[config.mk]
export PLATFORM = sky130hd
export DESIGN_NAME = heat_cool_mode_controller
export DESIGN_NICKNAME = d
export VERILOG_FILES = /design/src/rtl/hcmc_pkg.sv /design/src/rtl/heat_cool_mode_controller.sv
export SDC_FILE = /design/constraint.sdc
export NUM_CORES = 1
export LEC_CHECK = 0
export ABC_AREA = 1
export BUFFER_PORTS_ARGS = -buffer_cell sky130_fd_sc_hd__buf_2
export CAP_MARGIN = 40
export CORE_UTILIZATION = 40
export DETAILED_ROUTE_END_ITERATION = 10
export PLACE_DENSITY = 0.64
export SLEW_MARGIN = 5
export SYNTH_ARGS = -nofsm -noshare
export SYNTH_HDL_FRONTEND = slang
export SYNTH_SLANG_ARGS = --single-unit
[constraint.sdc]
create_clock -name clk -period 3.7 [get_ports clk]
set_clock_uncertainty 0.15 [all_clocks]
set_input_delay 0.37 -clock clk [delete_from_list [all_inputs] [get_ports clk]]
set_output_delay 0.37 -clock clk [all_outputs]
set_load 0.01 [all_outputs]
[src/rtl/hcmc_pkg.sv]
// Package for the heat/cool mode controller: event and mode codes, field widths,
// register indexes and the controller state record. No dependencies.
`default_nettype none

package hcmc_pkg;

	localparam int unsigned LEVEL_W = 5;
	localparam int unsigned HYST_W  = 3;
	localparam int unsigned DUTY_W  = 7;
	localparam int unsigned TEMP_W  = 10;
	localparam int unsigned ROOM_W  = 13;
	localparam int unsigned KIND_W  = 3;
	localparam int unsigned CFG_W   = 10;
	localparam int unsigned IDX_W   = 2;

	localparam logic [KIND_W-1:0] KIND_TICK   = 3'd0;
	localparam logic [KIND_W-1:0] KIND_MODE   = 3'd1;
	localparam logic [KIND_W-1:0] KIND_DOWN   = 3'd2;
	localparam logic [KIND_W-1:0] KIND_UP     = 3'd3;
	localparam logic [KIND_W-1:0] KIND_OFF    = 3'd4;
	localparam logic [KIND_W-1:0] KIND_SAMPLE = 3'd5;

	localparam logic [1:0] MODE_OFF  = 2'd0;
	localparam logic [1:0] MODE_HEAT = 2'd1;
	localparam logic [1:0] MODE_COOL = 2'd2;
	localparam logic [1:0] MODE_AUTO = 2'd3;

	localparam logic [IDX_W-1:0] REG_SUMMER   = 2'd0;
	localparam logic [IDX_W-1:0] REG_WINTER   = 2'd1;
	localparam logic [IDX_W-1:0] REG_COOL_MIN = 2'd2;
	localparam logic [IDX_W-1:0] REG_BOOST    = 2'd3;

	localparam logic [TEMP_W-1:0] SUMMER_RST   = 10'd600;
	localparam logic [TEMP_W-1:0] WINTER_RST   = 10'd400;
	localparam logic [DUTY_W-1:0] COOL_MIN_RST = 7'd25;
	localparam logic [TEMP_W-1:0] BOOST_RST    = 10'd520;

	localparam logic [DUTY_W-1:0] DUTY_FULL = 7'd100;

	typedef struct packed {
		logic [1:0]         mode;
		logic               heat_flag;
		logic               cool_flag;
		logic [LEVEL_W-1:0] heat_level;
		logic [LEVEL_W-1:0] cool_level;
		logic [HYST_W-1:0]  hyst;
		logic [LEVEL_W-1:0] phase;
		logic               timer_on;
		logic               pin;
		logic [DUTY_W-1:0]  duty;
	} hcmc_state_t;

endpackage

`default_nettype wire

[src/rtl/heat_cool_mode_controller.sv]
// Heat/cool mode controller: one result word for every accepted input word, one word per
// cycle when not stalled. The state update and the result register sit behind a single pass
// of logic; the result register holds a word while the output stalls. Depends on hcmc_pkg.
`default_nettype none

module heat_cool_mode_controller
	import hcmc_pkg::*;
#(
	parameter int unsigned PWM_STEPS = 20,
	parameter int unsigned HYST_MAX  = 4
) (
	input  wire logic              clk,
	input  wire logic              arst_n,
	input  wire logic              cfg_we,
	input  wire logic [IDX_W-1:0]  cfg_index,
	input  wire logic [CFG_W-1:0]  cfg_wdata,
	input  wire logic              s_tvalid,
	output logic                   s_tready,
	// setpoint_tenths[9:0], outside_tenths[19:10], room_tenths[32:20]
	input  wire logic [39:0]       s_tdata,
	// kind[2:0]
	input  wire logic [KIND_W-1:0] s_tuser,
	output logic                   m_tvalid,
	input  wire logic              m_tready,
	// heater_pin[0], cooler_duty[7:1], heater_flag[8], cooler_flag[9], mode_now[11:10],
	// heater_level[16:12], cooler_level[21:17], hysteresis[24:22], pwm_running[25]
	output logic [31:0]            m_tdata
);

	localparam logic [LEVEL_W-1:0] STEPS = LEVEL_W'(PWM_STEPS);
	localparam logic [LEVEL_W-1:0] HALF  = LEVEL_W'(PWM_STEPS / 2);
	localparam logic [HYST_W-1:0]  HMAX  = HYST_W'(HYST_MAX);

	logic [TEMP_W-1:0] summer_q, winter_q, boost_q;
	logic [DUTY_W-1:0] cool_min_q;
	hcmc_state_t       st_q, st_nxt;
	logic              m_tvalid_q;
	logic [31:0]       m_tdata_q;

	logic [DUTY_W-1:0] duty_lut [2**LEVEL_W];

	for (genvar g = 0; g < 2**LEVEL_W; g++) begin : g_lut
		assign duty_lut[g] = DUTY_W'((g * 100) / PWM_STEPS);
	end

	logic [TEMP_W-1:0]   sp, ot;
	logic [ROOM_W-1:0]   rt;
	logic signed [14:0]  sp_s, rt_s, band_s, cool_err, heat_err, d;
	logic [17:0]         quot_prod;
	logic [7:0]          lvl5;
	logic [LEVEL_W-1:0]  heat_lvl;
	logic [LEVEL_W-1:0]  lvl_up, lvl_dn;
	logic                accept;

	assign sp = s_tdata[9:0];
	assign ot = s_tdata[19:10];
	assign rt = s_tdata[32:20];

	assign s_tready = !m_tvalid_q || m_tready;
	assign accept   = s_tvalid && s_tready;

	always_comb begin
		sp_s     = $signed({5'b0, sp});
		rt_s     = $signed({2'b0, rt});
		band_s   = $signed(15'({4'b0, st_q.hyst} * 7'd10));
		cool_err = rt_s - sp_s;
		heat_err = sp_s - rt_s;
		// floor(x/5) as x*205 >> 10, exact for x below 1024
		quot_prod = {8'b0, heat_err[9:0]} * 18'd205;
		lvl5      = quot_prod[17:10];
		if (lvl5 > 8'(PWM_STEPS))
			heat_lvl = STEPS;
		else if (lvl5 < 8'(PWM_STEPS / 2))
			heat_lvl = HALF;
		else if (sp > boost_q)
			heat_lvl = STEPS;
		else
			heat_lvl = lvl5[LEVEL_W-1:0];
		d = cool_err;
		if (d < $signed({8'b0, cool_min_q}))
			d = $signed({8'b0, cool_min_q});
		if (d > $signed({8'b0, DUTY_FULL}))
			d = $signed({8'b0, DUTY_FULL});
		lvl_up = st_q.cool_level + LEVEL_W'(1);
		lvl_dn = st_q.cool_level - LEVEL_W'(1);
	end

	always_comb begin
		st_nxt = st_q;
		case (s_tuser)
			KIND_TICK: begin
				if (st_q.timer_on) begin
					st_nxt.pin = st_q.phase < st_q.heat_level;
					if (st_q.phase >= STEPS) begin
						if (st_q.heat_level != '0)
							st_nxt.pin = 1'b1;
						st_nxt.phase = LEVEL_W'(1);
					end else begin
						st_nxt.phase = st_q.phase + LEVEL_W'(1);
					end
				end
			end
			KIND_MODE: begin
				case (st_q.mode)
					MODE_OFF, MODE_AUTO: begin
						st_nxt.mode       = MODE_HEAT;
						st_nxt.cool_flag  = 1'b0;
						st_nxt.duty       = '0;
						st_nxt.heat_flag  = 1'b1;
						st_nxt.heat_level = '0;
						st_nxt.phase      = '0;
						st_nxt.timer_on   = 1'b1;
					end
					MODE_HEAT: begin
						st_nxt.mode       = MODE_COOL;
						st_nxt.cool_flag  = 1'b1;
						st_nxt.heat_flag  = 1'b0;
						st_nxt.timer_on   = 1'b0;
						st_nxt.pin        = 1'b0;
						st_nxt.cool_level = '0;
					end
					default: begin
						st_nxt.mode       = MODE_AUTO;
						st_nxt.hyst       = '0;
						st_nxt.heat_flag  = 1'b0;
						st_nxt.heat_level = '0;
						st_nxt.phase      = '0;
						st_nxt.timer_on   = 1'b0;
						st_nxt.pin        = 1'b0;
						st_nxt.cool_flag  = 1'b0;
						st_nxt.duty       = '0;
					end
				endcase
			end
			KIND_DOWN, KIND_UP: begin
				case (st_q.mode)
					MODE_HEAT: begin
						if (s_tuser == KIND_UP && st_q.heat_level < STEPS)
							st_nxt.heat_level = st_q.heat_level + LEVEL_W'(1);
						else if (s_tuser == KIND_DOWN && st_q.heat_level != '0)
							st_nxt.heat_level = st_q.heat_level - LEVEL_W'(1);
					end
					MODE_COOL: begin
						if (s_tuser == KIND_UP && st_q.cool_level < STEPS) begin
							st_nxt.cool_level = lvl_up;
							st_nxt.duty       = duty_lut[lvl_up];
						end else if (s_tuser == KIND_DOWN && st_q.cool_level != '0) begin
							st_nxt.cool_level = lvl_dn;
							st_nxt.duty       = duty_lut[lvl_dn];
						end
					end
					MODE_AUTO: begin
						if (s_tuser == KIND_UP && st_q.hyst < HMAX)
							st_nxt.hyst = st_q.hyst + HYST_W'(1);
						else if (s_tuser == KIND_DOWN && st_q.hyst != '0)
							st_nxt.hyst = st_q.hyst - HYST_W'(1);
					end
					default: ;
				endcase
			end
			KIND_OFF: begin
				st_nxt.mode      = MODE_OFF;
				st_nxt.cool_flag = 1'b0;
				st_nxt.heat_flag = 1'b0;
				st_nxt.timer_on  = 1'b0;
				st_nxt.pin       = 1'b0;
				st_nxt.duty      = '0;
				st_nxt.hyst      = '0;
			end
			KIND_SAMPLE: begin
				if (st_q.mode == MODE_AUTO) begin
					if (ot > summer_q) begin
						if (cool_err > 15'sd0) begin
							st_nxt.heat_flag  = 1'b0;
							st_nxt.heat_level = '0;
							st_nxt.phase      = '0;
							st_nxt.timer_on   = 1'b0;
							st_nxt.pin        = 1'b0;
							st_nxt.cool_flag  = 1'b1;
							st_nxt.duty       = d[DUTY_W-1:0];
						end else if (rt_s < sp_s - band_s) begin
							st_nxt.duty       = '0;
							st_nxt.cool_flag  = 1'b0;
							st_nxt.heat_flag  = 1'b1;
							st_nxt.heat_level = HALF;
							st_nxt.phase      = '0;
							st_nxt.timer_on   = 1'b1;
						end
					end else if (ot < winter_q) begin
						st_nxt.cool_flag = 1'b0;
						st_nxt.duty      = '0;
						if (heat_err > 15'sd0) begin
							st_nxt.heat_flag  = 1'b1;
							st_nxt.heat_level = heat_lvl;
							st_nxt.phase      = '0;
							st_nxt.timer_on   = 1'b1;
						end else if (rt_s > sp_s + band_s) begin
							st_nxt.heat_level = '0;
							st_nxt.heat_flag  = 1'b0;
						end
					end
				end
			end
			default: ;
		endcase
	end

	always_ff @(posedge clk or negedge arst_n) begin
		if (!arst_n) begin
			summer_q   <= SUMMER_RST;
			winter_q   <= WINTER_RST;
			cool_min_q <= COOL_MIN_RST;
			boost_q    <= BOOST_RST;
		end else if (cfg_we) begin
			case (cfg_index)
				REG_SUMMER:   summer_q   <= cfg_wdata;
				REG_WINTER:   winter_q   <= cfg_wdata;
				REG_COOL_MIN: cool_min_q <= cfg_wdata[DUTY_W-1:0];
				REG_BOOST:    boost_q    <= cfg_wdata;
				default: ;
			endcase
		end
	end

	always_ff @(posedge clk or negedge arst_n) begin
		if (!arst_n) begin
			st_q       <= '0;
			m_tvalid_q <= 1'b0;
		end else begin
			if (accept)
				st_q <= st_nxt;
			if (s_tready)
				m_tvalid_q <= s_tvalid;
		end
	end

	always_ff @(posedge clk) begin
		if (accept)
			m_tdata_q <= {6'b0, st_nxt.timer_on, st_nxt.hyst, st_nxt.cool_level,
				st_nxt.heat_level, st_nxt.mode, st_nxt.cool_flag, st_nxt.heat_flag,
				st_nxt.duty, st_nxt.pin};
	end

	assign m_tvalid = m_tvalid_q;
	assign m_tdata  = m_tdata_q;

	a_hyst_range: assert property (@(posedge clk) disable iff (!arst_n)
		st_q.hyst <= HMAX)
		else $error("hysteresis above limit");

	a_level_range: assert property (@(posedge clk) disable iff (!arst_n)
		st_q.heat_level <= STEPS && st_q.cool_level <= STEPS && st_q.phase <= STEPS)
		else $error("level or phase above PWM steps");

	a_timer_mode: assert property (@(posedge clk) disable iff (!arst_n)
		(st_q.mode == MODE_COOL || st_q.mode == MODE_OFF) |-> !st_q.timer_on)
		else $error("heater timer running in off or cool mode");

	a_out_mode: assert property (@(posedge clk) disable iff (!arst_n)
		m_tvalid_q |-> m_tdata_q[11:10] == st_q.mode && m_tdata_q[25] == st_q.timer_on)
		else $error("result word out of step with state");

endmodule

`default_nettype wire

==> impl_metrics.tcl <==
set metrics [dict create \
    dp_hpwl_um 25960 \
    hold_path_class "input pin to register" \
    fmax_mhz 193.2 \
    end_kind "register" \
    required_ns 3.64 \
    worst_pin_slew_ns 0.8523 \
    p_total_mw 11.46 \
    status "complete, but fails checks" \
    worstHoldStart "m_tready" \
    critPathKind "input pin to register" \
    htree_levels 3 \
    die-height_um 168.2 \
    dp_cells 2152 \
    slew_viol_final 0 \
    crit_family "adder cells" \
    synth_cells 1565 \
    grt_overflow_total 0 \
    grt_pass1_wl_um 53600 \
    fin_nets 2107 \
    gp_congestion 0.9349 \
    dieArea_um2 28300 \
    cts_tree "built" \
    hold_path_depth 4 \
    initial_core_util_pct 40.90 \
    first_pass_iters 7 \
    ant_nets 0 \
    synth_flop_cell "dfrtp_1" \
    hold_viol 0 \
    dieWidth_um 168.2 \
    synth_xor_area_share_pct 2.841 \
    leakage_nw 7.574 \
    path_buf_inv 7 \
    n_antenna_cell 0 \
    failed_checks "negative setup slack" \
    crit_top_cell "nand2_2" \
    final_cell_mix "nand2_1 (353), inv_1 (244), buf_4 (227), ha_1 (142), o21ai_0 (106)" \
    insertion_delay_ns 0.36 \
    root_buffer "clkbuf_16" \
    layoutNonFillerInstCount 2206 \
    portBuffers 80 \
    synth_area_leaders "ha_1 (19%), nand2_1 (13%), dfrtp_1 (13%)" \
    clk_pin_slew_ns 0.07 \
    fp.coreArea_um2 27030 \
    ios 94 \
    dpl_cell_area_um2 13450 \
    clockBufferDepth 2 \
    rsz0062_at_grt "yes" \
    cts-buffers-inserted 9 \
    yosys.area_share.simple_pct 25.22 \
    drt_iter0_markers 724 \
    worst-r2r-cell-count 25 \
    setup_violations 34 \
    final_cell_area_um2 14650 \
    fin_tns_setup_ns -21.61 \
    ir_drop_v 0.0007098 \
    final_layout_size_suffix_gt1_share_pct 29.76 \
    synth_top_area_cell "ha_1" \
    worstReg2RegEnd "m_tdata[6]" \
    synth-edff-count 26 \
    rr_startpoint "st_q[14]" \
    cp.arrival_ns 5.12 \
    max_slew_margin_pct 42.58 \
    final_common_cell "nand2_1" \
    route.vias.total 11180 \
    rows 60 \
    min_period_ns 5.177 \
    synth_top_family_by_area "simple AND/OR/NAND/NOR gates" \
    timing.final.ws_setup_ns -1.477 \
    grt_antenna_before_repair 0 \
    netlist_area_um2 11050 \
    layout_worst_path_cycle_share_pct 139.9 \
    postLayoutCoreUtil_pct 54.22 \
    grt_max_degree 64 \
    cts.sinks 95 \
    cpPeakStageDelay_ns 0.51 \
    via_per_inst 5.068 \
    yosys.area_share.adder_pct 22.52 \
    routedWlPerCell_um 14.64 \
    grt_usage_pct 23.38 \
    avgSynthCellArea_um2 7.063 \
    critPathMaxFanout 5 \
    synth_compound_area_share_pct 15.43 \
    synth_cell_types 57 \
    syn_to_final_growth_pct 32.55 \
    drc 0 \
    cellPowerDensity_nw_per_um2 782.2 \
    start_kind "input pin" \
    regToRegSetupSlack_ns -0.24 \
    yosys_warnings 0 \
    muxShareOfSynthArea_pct 0 \
    synth_top_area_share_pct 18.90 \
    maxCapViolCount 0 \
    cpMaxStageDelayCell "fa_1" \
    wirelength_um 32300 \
    async_flop_share_pct 72.63 \
    grt_pass1_vias 11100 \
    whs_endpoint "m_tvalid" \
    yosys_register_bits 95 \
    seq_area_frac_synth_pct 22.82 \
]
[registers in the layout, summed over array words and instances, names as in the netlist]
name,count
m_tdata,26
winter_q,10
m_tvalid,1
boost_q,10
st_q,31
summer_q,10
cool_min_q,7
[worst max path at each step]
stage	slack, ns	from	end	cells after the start
2_1_floorplan	-1.50	s_tdata[22]	m_tdata[16]	36
3_3_place_gp	-1.87	s_tdata[0]	m_tdata[16]	36
3_5_place_dp	-1.98	s_tdata[0]	m_tdata[16]	32
4_1_cts	-1.42	s_tdata[0]	m_tdata[12]	36
5_1_grt	-1.78	s_tdata[0]	m_tdata[16]	35
6_report	-1.48	s_tdata[0]	m_tdata[16]	37
[synthesized netlist by cell type, types with 6 or more instances]
| cell type | instances |
|---|---|
| nand2_1 | 384 |
| inv_1 | 265 |
| ha_1 | 167 |
| o21ai_0 | 118 |
| a21oi_1 | 92 |
| nor2_1 | 83 |
| nand3_1 | 77 |
| dfrtp_1 | 57 |
| xor2_1 | 31 |
| edfxtp_1 | 26 |
| fa_1 | 20 |
| nand2_2 | 18 |
| nand4_1 | 18 |
| clkbuf_1 | 16 |
| o21ai_1 | 16 |
| inv_2 | 14 |
| dfstp_2 | 12 |
| nand3_2 | 12 |
| nor3_1 | 11 |
| a31oi_1 | 10 |
| o211ai_1 | 10 |
| buf_2 | 9 |
| buf_4 | 8 |
| o22ai_1 | 8 |
| a21o_1 | 6 |
| a21oi_2 | 6 |
| o21bai_1 | 6 |
[timing repair]
| item | 4_1_cts | 5_1_grt |
|---|---|---|
| pin swaps | 48 | 36 |
| buffers inserted | 19 | 17 |
| hold buffers | 1 | 0 |
| endpoints found under the setup margin | 35 | 35 |
| gates cloned | 1 | 0 |
| gates resized for setup | 89 | 62 |
| hold endpoints to repair | 6 | 0 |
[report_power, final]
part | internal [mW] | leakage [nW] | switching (mW)
sequential | 1.32 | 1.11 | 0.210
combinational | 4.16 | 6.32 | 4.84
clock | 0.466 | 0.140 | 0.461
[worst register-to-register path: cells and delay by family (launching register included)]
family | cells | cell delay [ns]
buf+inv | 4 | 0.34
simple gates | 12 | 1.03
xor+xnor | 1 | 0.16
compound gates | 5 | 0.80
fa+ha+maj | 3 | 0.77
flops | 1 | 0.45
[stage by stage]
stage / hold WS (ns) / setup slack, ns
floorplan: -0.07559 / -1.500
global placement: 0.1005 / -1.869
detailed placement: 0.09857 / -1.979
CTS: 0.1357 / -1.424
global route: 0.1456 / -1.784
finish: 0.1376 / -1.477
[cells by family after synthesis]
family,Yosys count
compound gates,299
xor+xnor,35
fa+ha+maj,187
buf+inv,316
flops,95
other cells,1
simple gates,632
[per-layer routing]
metal / wire (µm) / global-route usage, %
met1: 14830 / 30.21
met2: 15340 / 40.75
met3: 1236 / 2.562
met4: 903 / 7.312
met5: 0 / 0
[cell type report]
type / count / area [µm²]
fill: 2583 / 12370
clock inverter: 7 / 53.80
clock buffer: 9 / 225.2
tap: 341 / 426.7
timing repair buffer: 313 / 2235
inverter: 281 / 1085
sequential: 95 / 2526
multi-input combinational: 1160 / 8102
(Power assumes the default switching activity.)
